$ cat config.mk
export PLATFORM = sky130hd
export DESIGN_NAME = analog_pad_nibble_sequencer
export DESIGN_NICKNAME = d
export VERILOG_FILES = /design/src/hw/rtl/anps_pkg.sv /design/src/hw/rtl/analog_pad_nibble_sequencer.sv /design/src/hw/rtl/anps_step.sv
export SDC_FILE = /design/constraint.sdc
export NUM_CORES = 1
export LEC_CHECK = 0
export BUFFER_PORTS_ARGS = -buffer_cell sky130_fd_sc_hd__buf_2
export CORE_MARGIN = 4
export CORE_UTILIZATION = 54
export DETAILED_ROUTE_END_ITERATION = 7
export PLACE_DENSITY = 0.78
export RECOVER_POWER = 100
export SYNTH_ARGS = -nofsm -noshare
export SYNTH_HDL_FRONTEND = slang
export SYNTH_SLANG_ARGS = --single-unit
$ cat constraint.sdc
create_clock -name clk -period 4.6 [get_ports clk]
set_input_delay 0.69 -clock clk [delete_from_list [all_inputs] [get_ports clk]]
set_output_delay 0.69 -clock clk [all_outputs]
set_load 0.1 [all_outputs]
$ cat src/hw/rtl/anps_pkg.sv
package anps_pkg;

  typedef enum logic {
    REQ_WRITE = 1'b0,
    REQ_READ  = 1'b1
  } req_t;

  localparam logic [1:0] POWER_OK     = 2'd2;
  localparam logic [7:0] BASE_BYTE    = 8'h40;
  localparam logic [7:0] FORCED_BYTE  = 8'hFF;
  localparam logic [6:0] SEQ_LIMIT    = 7'd32;
  localparam logic [6:0] SEQ_STEP     = 7'd8;

  // nibble select codes
  localparam logic [3:0] SEL_BTN_LO = 4'd0;
  localparam logic [3:0] SEL_BTN_HI = 4'd1;
  localparam logic [3:0] SEL_X_HI   = 4'd2;
  localparam logic [3:0] SEL_Y_HI   = 4'd3;
  localparam logic [3:0] SEL_Z_HI   = 4'd5;
  localparam logic [3:0] SEL_X_LO   = 4'd6;
  localparam logic [3:0] SEL_Y_LO   = 4'd7;
  localparam logic [3:0] SEL_Z_LO   = 4'd9;

  typedef struct packed {
    logic       prev_th;
    logic [5:0] seq_counter;
    logic [1:0] read_latency;
    logic [7:0] data_reg;
  } state_t;

  typedef struct packed {
    req_t       req_type;
    logic       th_level;
    logic [7:0] buttons;
    logic [7:0] axis_x;
    logic [7:0] axis_y;
    logic [7:0] axis_z;
  } item_t;

  localparam state_t STATE_RESET = '{
    prev_th:      1'b1,
    seq_counter:  6'd0,
    read_latency: 2'd0,
    data_reg:     8'hFF
  };

endpackage

$ cat src/hw/rtl/analog_pad_nibble_sequencer.sv
// channel  | handshake          | payload
// ---------+--------------------+---------------------------------------------
// in       | in_valid/in_stall  | req_type th_level buttons axis_x/y/z
// out      | out_valid/out_stall| port_data
// cfg      | cfg_wr_en          | cfg_wr_data (power_pin_state)
//
// one item per cycle sustained while out_stall is low; an item taken into
// the input register moves into the result register, showing on out_valid,
// and the pad state is updated as it moves into the result register
// rst is synchronous: both registers empty, pad state and power pins restored
// out_stall holds the result register and, while both registers are full,
// stalls the input
module analog_pad_nibble_sequencer (
  input  logic       clk,
  input  logic       rst,
  input  logic       cfg_wr_en,
  input  logic [1:0] cfg_wr_data,
  input  logic       in_valid,
  output logic       in_stall,
  input  logic       req_type,
  input  logic       th_level,
  input  logic [7:0] buttons,
  input  logic [7:0] axis_x,
  input  logic [7:0] axis_y,
  input  logic [7:0] axis_z,
  output logic       out_valid,
  input  logic       out_stall,
  output logic [7:0] port_data
);

  logic [1:0]        power_pins;
  logic              item_valid;
  anps_pkg::item_t   item;
  anps_pkg::state_t  state;
  anps_pkg::state_t  state_next;
  logic              advance;
  logic              accept;

  assign advance  = !out_valid || !out_stall;
  assign in_stall = item_valid && !advance;
  assign accept   = in_valid && !in_stall;

  always_ff @(posedge clk) begin
    if (rst) begin
      power_pins <= anps_pkg::POWER_OK;
    end else if (cfg_wr_en) begin
      power_pins <= cfg_wr_data;
    end
  end

  always_ff @(posedge clk) begin
    if (rst) begin
      item_valid <= 1'b0;
    end else if (accept) begin
      item_valid <= 1'b1;
    end else if (advance) begin
      item_valid <= 1'b0;
    end
  end

  always_ff @(posedge clk) begin
    if (accept) begin
      item <= '{req_type: anps_pkg::req_t'(req_type), th_level: th_level,
                buttons: buttons, axis_x: axis_x, axis_y: axis_y, axis_z: axis_z};
    end
  end

  anps_step u_step (
    .cur             (state),
    .item            (item),
    .power_pin_state (power_pins),
    .nxt             (state_next)
  );

  always_ff @(posedge clk) begin
    if (rst) begin
      state     <= anps_pkg::STATE_RESET;
      out_valid <= 1'b0;
    end else if (advance) begin
      out_valid <= item_valid;
      if (item_valid) begin
        state <= state_next;
      end
    end
  end

  assign port_data = state.data_reg;

endmodule

$ cat src/hw/rtl/anps_step.sv
module anps_step (
  input  anps_pkg::state_t cur,
  input  anps_pkg::item_t  item,
  input  logic [1:0]       power_pin_state,
  output anps_pkg::state_t nxt
);

  logic [6:0]  seq_bump;
  logic [5:0]  seq_read;
  logic        do_read;
  logic [2:0]  cyc;
  logic [3:0]  nib;
  logic [7:0]  rd_byte;

  // sequence advance on a write, saturating
  always_comb begin
    seq_bump = {1'b0, cur.seq_counter[5:3], 3'b000} + anps_pkg::SEQ_STEP;
    if (seq_bump > anps_pkg::SEQ_LIMIT) begin
      seq_bump = anps_pkg::SEQ_LIMIT;
    end
  end

  always_comb begin
    do_read  = 1'b0;
    seq_read = cur.seq_counter;
    nxt      = cur;
    if (item.req_type == anps_pkg::REQ_READ) begin
      do_read = 1'b1;
    end else begin
      nxt.prev_th = item.th_level;
      if (power_pin_state != anps_pkg::POWER_OK) begin
        nxt.data_reg = anps_pkg::FORCED_BYTE;
      end else if (cur.prev_th && !item.th_level) begin
        nxt.seq_counter  = 6'd0;
        nxt.read_latency = 2'd0;
      end else if (cur.read_latency > 2'd2) begin
        seq_read = seq_bump[5:0];
        do_read  = 1'b1;
      end
    end

    cyc = seq_read[2:0];
    case (seq_read[5:2])
      anps_pkg::SEL_BTN_LO: nib = item.buttons[3:0];
      anps_pkg::SEL_BTN_HI: nib = item.buttons[7:4];
      anps_pkg::SEL_X_HI:   nib = item.axis_x[7:4];
      anps_pkg::SEL_Y_HI:   nib = item.axis_y[7:4];
      anps_pkg::SEL_Z_HI:   nib = item.axis_z[7:4];
      anps_pkg::SEL_X_LO:   nib = item.axis_x[3:0];
      anps_pkg::SEL_Y_LO:   nib = item.axis_y[3:0];
      anps_pkg::SEL_Z_LO:   nib = item.axis_z[3:0];
      default:              nib = 4'h0;
    endcase
    rd_byte = anps_pkg::BASE_BYTE | {2'b00, (cyc[1:0] == 2'b00), cyc[2], nib};

    if (do_read) begin
      nxt.data_reg    = rd_byte;
      nxt.seq_counter = {seq_read[5:3], cyc + 3'd1};
      if (cur.read_latency != 2'd3) begin
        nxt.read_latency = cur.read_latency + 2'd1;
      end
    end
  end

endmodule

; ---- Yosys cells after proc, flatten, opt, wreduce, memory -nomap -nowiden
; Index checks and enable logic that the tools add are counted.
[op_classes]
addsub = 3
n_bitwise = 1
n_reduce_logical = 18
eq_ne = 11
n_lt_le_gt_ge = 2
n_mux = 18
[ops]
columns = cell, n
row1 = 2-to-1 mux 16 bit, 2
row2 = one-hot mux 4 bit (8 select lines), 1
row3 = 2-to-1 mux 6 bit, 5
row4 = 2-to-1 mux 8 bit, 3
row5 = == test 4 x 3 -> 1 bit (second input constant), 3
row6 = == test 4 x 2 -> 1 bit (second input constant), 2
row7 = adder 6 x 4 -> 7 bit (second input constant), 1
row8 = > comparator 7 x 6 -> 1 bit (second input constant), 1
row9 = 2-to-1 mux 1 bit, 6
row10 = nonzero test 2 bit, 3
row11 = logical NOT 1 bit, 5
row12 = AND reduction 5 bit, 1
row13 = == test 4 x 1 -> 1 bit (second input constant), 1
row14 = == test 4 bit (second input constant), 1
row15 = logical NOT 4 bit, 1
row16 = inequality test 2 x 1 -> 1 bit (second input constant), 2
row17 = inequality test 2 bit (second input constant), 2
row18 = AND reduction 4 bit, 1
row19 = adder 3 x 1 -> 3 bit (second input constant), 1
row20 = logical AND 1 bit, 3
row21 = AND reduction 3 bit, 1
row22 = adder 2 x 1 -> 2 bit (second input constant), 1
row23 = > comparator 2 bit (second input constant), 1
row24 = logical NOT 2 bit, 1
row25 = 4 further kinds, 4
[word_totals]
ff_bits = 55
word_cells = 66
input_bits = 41

; ---- Logic depth before layout (Yosys ltp)
[depth]
word_depth = 10
ltp_mapped = 9
ltp_nobuf = 8

; ---- Hierarchy
; Synthesis repeated with hierarchy kept, for this count alone.
[hier_totals]
hier_cells = 281
hier_area_um2 = 2936.6
[modules_own_cells]
columns = mod, n_inst, area_per_inst_um2, cells_each
row1 = analog_pad_nibble_sequencer, 1, 1959.4, 132
row2 = anps_step, 1, 977.2, 149

; ---- Least setup slack after synthesis
; OpenSTA, ideal clock, no wires.
[synth_timing]
kind = register to register
startpoint = reg out_valid
endpoint = reg item[0] (netlist name)
setup_time_ns = 0.429
synth_period_minus_slack_ns = 3.473
t_arrival_ns = 3.044
path_slack_ns = 1.127
stages_incl_launch_ff = 3
cell_sequence = dfxtp_1 -> and3_1 -> nor2b_1
[synth_between]
elab_chain_len = 6
[synth_lines]
columns = element, line
row1 = from (decl), analog_pad_nibble_sequencer.sv:26  ; output logic out_valid,
row2 = from (signal assigned), analog_pad_nibble_sequencer.sv:80  ; out_valid <= item_valid;
row3 = logical NOT 1 bit, analog_pad_nibble_sequencer.sv:39  ; assign advance = !out_valid || !out_stall;
row4 = logical OR 1 bit, analog_pad_nibble_sequencer.sv:39
row5 = logical NOT 1 bit, analog_pad_nibble_sequencer.sv:40  ; assign in_stall = item_valid && !advance;
row6 = logical AND 1 bit, analog_pad_nibble_sequencer.sv:40
row7 = named net in_stall, analog_pad_nibble_sequencer.sv:19  ; output logic in_stall,
row8 = logical NOT 1 bit, analog_pad_nibble_sequencer.sv:41  ; assign accept = in_valid && !in_stall;
row9 = logical AND 1 bit, analog_pad_nibble_sequencer.sv:41
row10 = named net accept, analog_pad_nibble_sequencer.sv:37  ; logic accept;
; The timed path passes the listed nets, and every way through them passes these cells.
; A chain may end at the register's enable or synchronous reset.

; ---- Final worst setup path
[layout_timing]
startpoint = reg state[13] (netlist bit)
endpoint = reg state (netlist bit port_data[3])
[layout_between]
elab_chain_len = 10
[layout_lines]
columns = element, line
row1 = from (decl), analog_pad_nibble_sequencer.sv:34  ; anps_pkg::state_t state;
row2 = from (signal assigned), analog_pad_nibble_sequencer.sv:77  ; state <= anps_pkg::STATE_RESET;
row3 = from (signal assigned), analog_pad_nibble_sequencer.sv:82  ; state <= state_next;
row4 = adder 6 x 4 -> 7 bit, anps_step.sv:17  ; seq_bump = {1'b0, cur.seq_counter[5:3], 3'b000} + anps_pkg::SEQ_STEP;
row5 = > comparator 7 x 6 -> 1 bit, anps_step.sv:18  ; if (seq_bump > anps_pkg::SEQ_LIMIT) begin
row6 = 2-to-1 mux 6 bit, anps_step.sv:18
row7 = 2-to-1 mux 6 bit, anps_step.sv:36  ; end else if (cur.read_latency > 2'd2) begin
row8 = 2-to-1 mux 6 bit, anps_step.sv:33  ; end else if (cur.prev_th && !item.th_level) begin
row9 = 2-to-1 mux 6 bit, anps_step.sv:31  ; if (power_pin_state != anps_pkg::POWER_OK) begin
row10 = 2-to-1 mux 6 bit *, anps_step.sv:27  ; if (item.req_type == anps_pkg::REQ_READ) begin
row11 = == test 4 bit (tied with other cells), anps_step.sv:43  ; case (seq_read[5:2])
row12 = one-hot mux 4 bit (8 select lines) *, anps_step.sv:43
row13 = 2-to-1 mux 16 bit *, anps_step.sv:56  ; if (do_read) begin
; Every way passes the cells marked *; elsewhere a longest branch is shown, timed or not.

==> reports/summary.md <==
• 0.09 ns — clock edge transition at the registers on the reported setup and hold paths
• state[13] — source of the critical timing path
• 19.32% — complex-gate fraction of the synthesized area
• 5.099 mm — Total Wirelength
• 17.61% — Total GRT Usage
• 1.730 ns — actual slew at the worst max-slew pin
• 2 — maximum buffer depth of the clock tree
• 323 — number of nets in the final layout
• 0 — post-cts resize count
• 0 — number of design rule violations left after detail routing
• 1853 — number of global-route vias before repair
• 3.38 ns — Worst Path Arrival
• 236 — gate count of the mapped netlist
• 431 — Filler cells
• 11.36 um2 — syn avg cell area
• 55 — # clock sinks
• 1 — count of cells along the worst hold path
• 68.60% — final period utilization
• port_data[3] — worst r2r dst
• 282 — net count after synthesis
• 0% — share of flip-flops with an asynchronous set or reset
• 0.001041 mm2 — footprint of the multi-input gates
• false — setup repair after global routing missed its margin
• 51 — Boundary Pins
• 3.406% — multiplexer share of the synthesized area
• 5 — CTS Buf Count
• 310.1 mW/mm2 — total power per unit cell area
• 78.47 um — vertical extent of the die
• 5.788 — post-DR vias/cell
• 0 — yosys synthesis warning count
• 0.002924 mm2 — cell area after layout
• port_data[3] — CP endpoint
• 0 — post-cts hold buffer count
• 35 — largest net degree at the start of global routing
• 55 — post-synthesis register bit count
• 0 ns — setup tns final
• 4.83 ns — critical path data required time
• 9.053% — area added between synthesis and finish
• 1 — count of max-cap constraint violations
• 0.2366 mV — maximum VDD drop
• 14.09% — Simple-Gate Fraction of Synth Area
• flip-flop — crit start category
• 2 — deepest level of the CTS H-tree
• 0 — number of setup buffers added after CTS
• 1.075 nW — static leakage
• 78.47 um — die width
• 0.3266% — parity-gate share of the synthesized area counting xor and xnor cells
• 0 — Post-DRT Antenna Nets
• reg -> reg — worst setup path class
• 1.44 ns — worst-case register-to-register setup slack
• 50 — count of buffers inserted at the top-level ports
• 0.001441 mm2 — sequential standard cell area
• 35 — Pins Over Slew Limit
• state[13] — beginning of the worst register-to-register path
• done — clock tree from TritonCTS
• flip-flop — kind of end point of the critical path
• 34 — EDFF count, synth
• -15.32% — worst rel slew slack
• edfxtp_1 — commonest register cell after synthesis
• 337 — placed instance count
• 14.78 um — mean routed wirelength per cell
• 123 — Starting DRT DRC Count
• 0.005591 ns — Worst Skew
• 20 — maximum fanout along the worst path
• reg -> reg — type of the tightest min-delay check
• 0.9067 mW — Pwr Total
• 1997 — total vias in the final route
• 0.4465 ns — Fin Hold WS
• 0.30 ns — clock insertion delay at the later pin of the skew report
• 53.76% — portion of the post-synthesis area used by sequential elements
• 0.9171 — GPL Wtd Cong
• capacitance limit, slew limit — violated checks
• 0 — antenna cells
• 3.156 ns — clock period minus worst slack
• 8.562 mm — global-route wire length before repair
• 7 — R2R depth
• compound AO/OA/AOI/OAI gates — dominant combinational cell family by area after synthesis
• 345 — post-layout instance count excluding filler cells
• 0.006157 mm2 — Die ar.
• finished with violations — result of the run
• clkbuf_8 — root buffer cell
• 0 — antenna violations before repair
• 25 — FP Rows
• 0.002681 mm2 — Post-Synthesis Cell Area
• 56.39% — initial standard-cell utilization of the core
• 0.004755 mm2 — placeable core area
• 0 — number of hold-slack violations in the final timing report
• 3.709 mm — detailed-placement wirelength estimate
• 0 — Overflow after GRT
• 4 — drt first pass iters
• 2.333% — arithmetic-cell share of the synthesized area counting full adders, half adders and majority gates
• 62 — post-synth cell types
• 0.002882 mm2 — placement-stage cell area
• 20.50% — proportion of layout cells with a drive suffix above 1
• 316.9 MHz — peak clock frequency supported by timing
• 0 — Setup violations, final
[layer usage]
metal  vias up  part of all wire [%]  GRT usage [%]
met5         -                     0              0
met2        97                    49          28.25
met1       925                    41          23.45
met4         0                   1.5          6.818
met3         9                   8.0          3.670
li1        966                     -              -
[how the worst min path moves through the flow]
stage | from | end | slack [ns]
6_report | port_data[6] | port_data[6] | 0.45
4_1_cts | port_data[6] | port_data[6] | 0.45
5_1_grt | port_data[6] | port_data[6] | 0.49
3_5_place_dp | port_data[6] | port_data[6] | 0.43
2_1_floorplan | port_data[6] | port_data[6] | 0.42
3_3_place_gp | port_data[6] | port_data[6] | 0.42
[final cells by class]
class,instances,share of cell area (%)
Clock buffer,7,2.610
Sequential cell,55,49.29
Tap cell,67,2.867
Timing Repair Buffer,51,8.173
Inverter,10,1.284
Multi-Input combinational cell,154,35.60
Clock inverter,1,0.1712
[cell usage after synthesis, types with 2 or more instances]
library cell,n,area (um2)
nand2_1,18,67.56
nor3_1,3,15.01
clkbuf_8,5,68.82
nand3_1,6,30.03
o22ai_1,3,18.77
buf_4,8,60.06
a31oi_1,4,25.02
o2bb2ai_1,2,17.52
edfxtp_1,34,1021
ha_1,5,62.56
o221ai_1,2,17.52
o2111ai_1,2,17.52
and3_1,2,12.51
a21oi_1,11,55.05
a21o_2,2,17.52
a211o_1,3,26.28
nor2_1,21,78.83
a22oi_1,5,37.54
a21boi_0,3,22.52
dfxtp_1,21,420.4
o21ai_0,5,25.02
o211ai_1,3,22.52
inv_1,10,37.54
clkbuf_1,3,11.26
mux2i_1,8,80.08
nor2b_1,6,37.54
nand4_1,3,18.77
nor4_1,2,12.51
a41oi_1,3,26.28
[power by group]
group | internal (mW) | switching [mW]
registers | 0.551 | 0.0112
logic | 0.0308 | 0.0678
clock network | 0.107 | 0.140
[kinds of logic after synthesis]
| logic type | Yosys count |
|---|---|
| xor+xnor | 1 |
| buf+inv | 27 |
| compound gates | 67 |
| simple gates | 72 |
| fa+ha+maj | 5 |
| flops | 55 |
| mux | 9 |
[through the flow]
stage | utilization, % | setup slack [ns]
after floorplan | - | 1.127
after global placement | 60.61 | 1.958
after detailed placement | 60.61 | 1.871
after CTS | 62.32 | 1.843
after global routing | 61.50 | 1.182
final | 61.50 | 1.445
[critical path, stage by stage, from the launching register on]
cell and delay, ns:
dfxtp_1 0.81, ha_1 0.35, xnor2_1 0.10, o2111ai_1 0.60
a2bb2o_1 0.34, o21ai_0 0.44, nand2_1 0.19, o211ai_1 0.24
[flip-flops by register name, indices dropped and copies added (netlist names)]
name / cells
state: 9
item: 34
item_valid: 1
out_valid: 1
power_pins: 2
port_data: 8
[cells in the final DEF (no fill, tap or decap), drive strengths merged, types with 5 or more instances in the layout]
cell type and instances:
dfxtp 21, a22oi 5, nor2 21, clkbuf 20, mux2i 8, nand3 6, edfxtp 34, ha 5
inv 10, nor2b 6, buf 38, o21ai 6, a21oi 11, nand2 18
No activity file was read; power rests on OpenSTA's default activity.
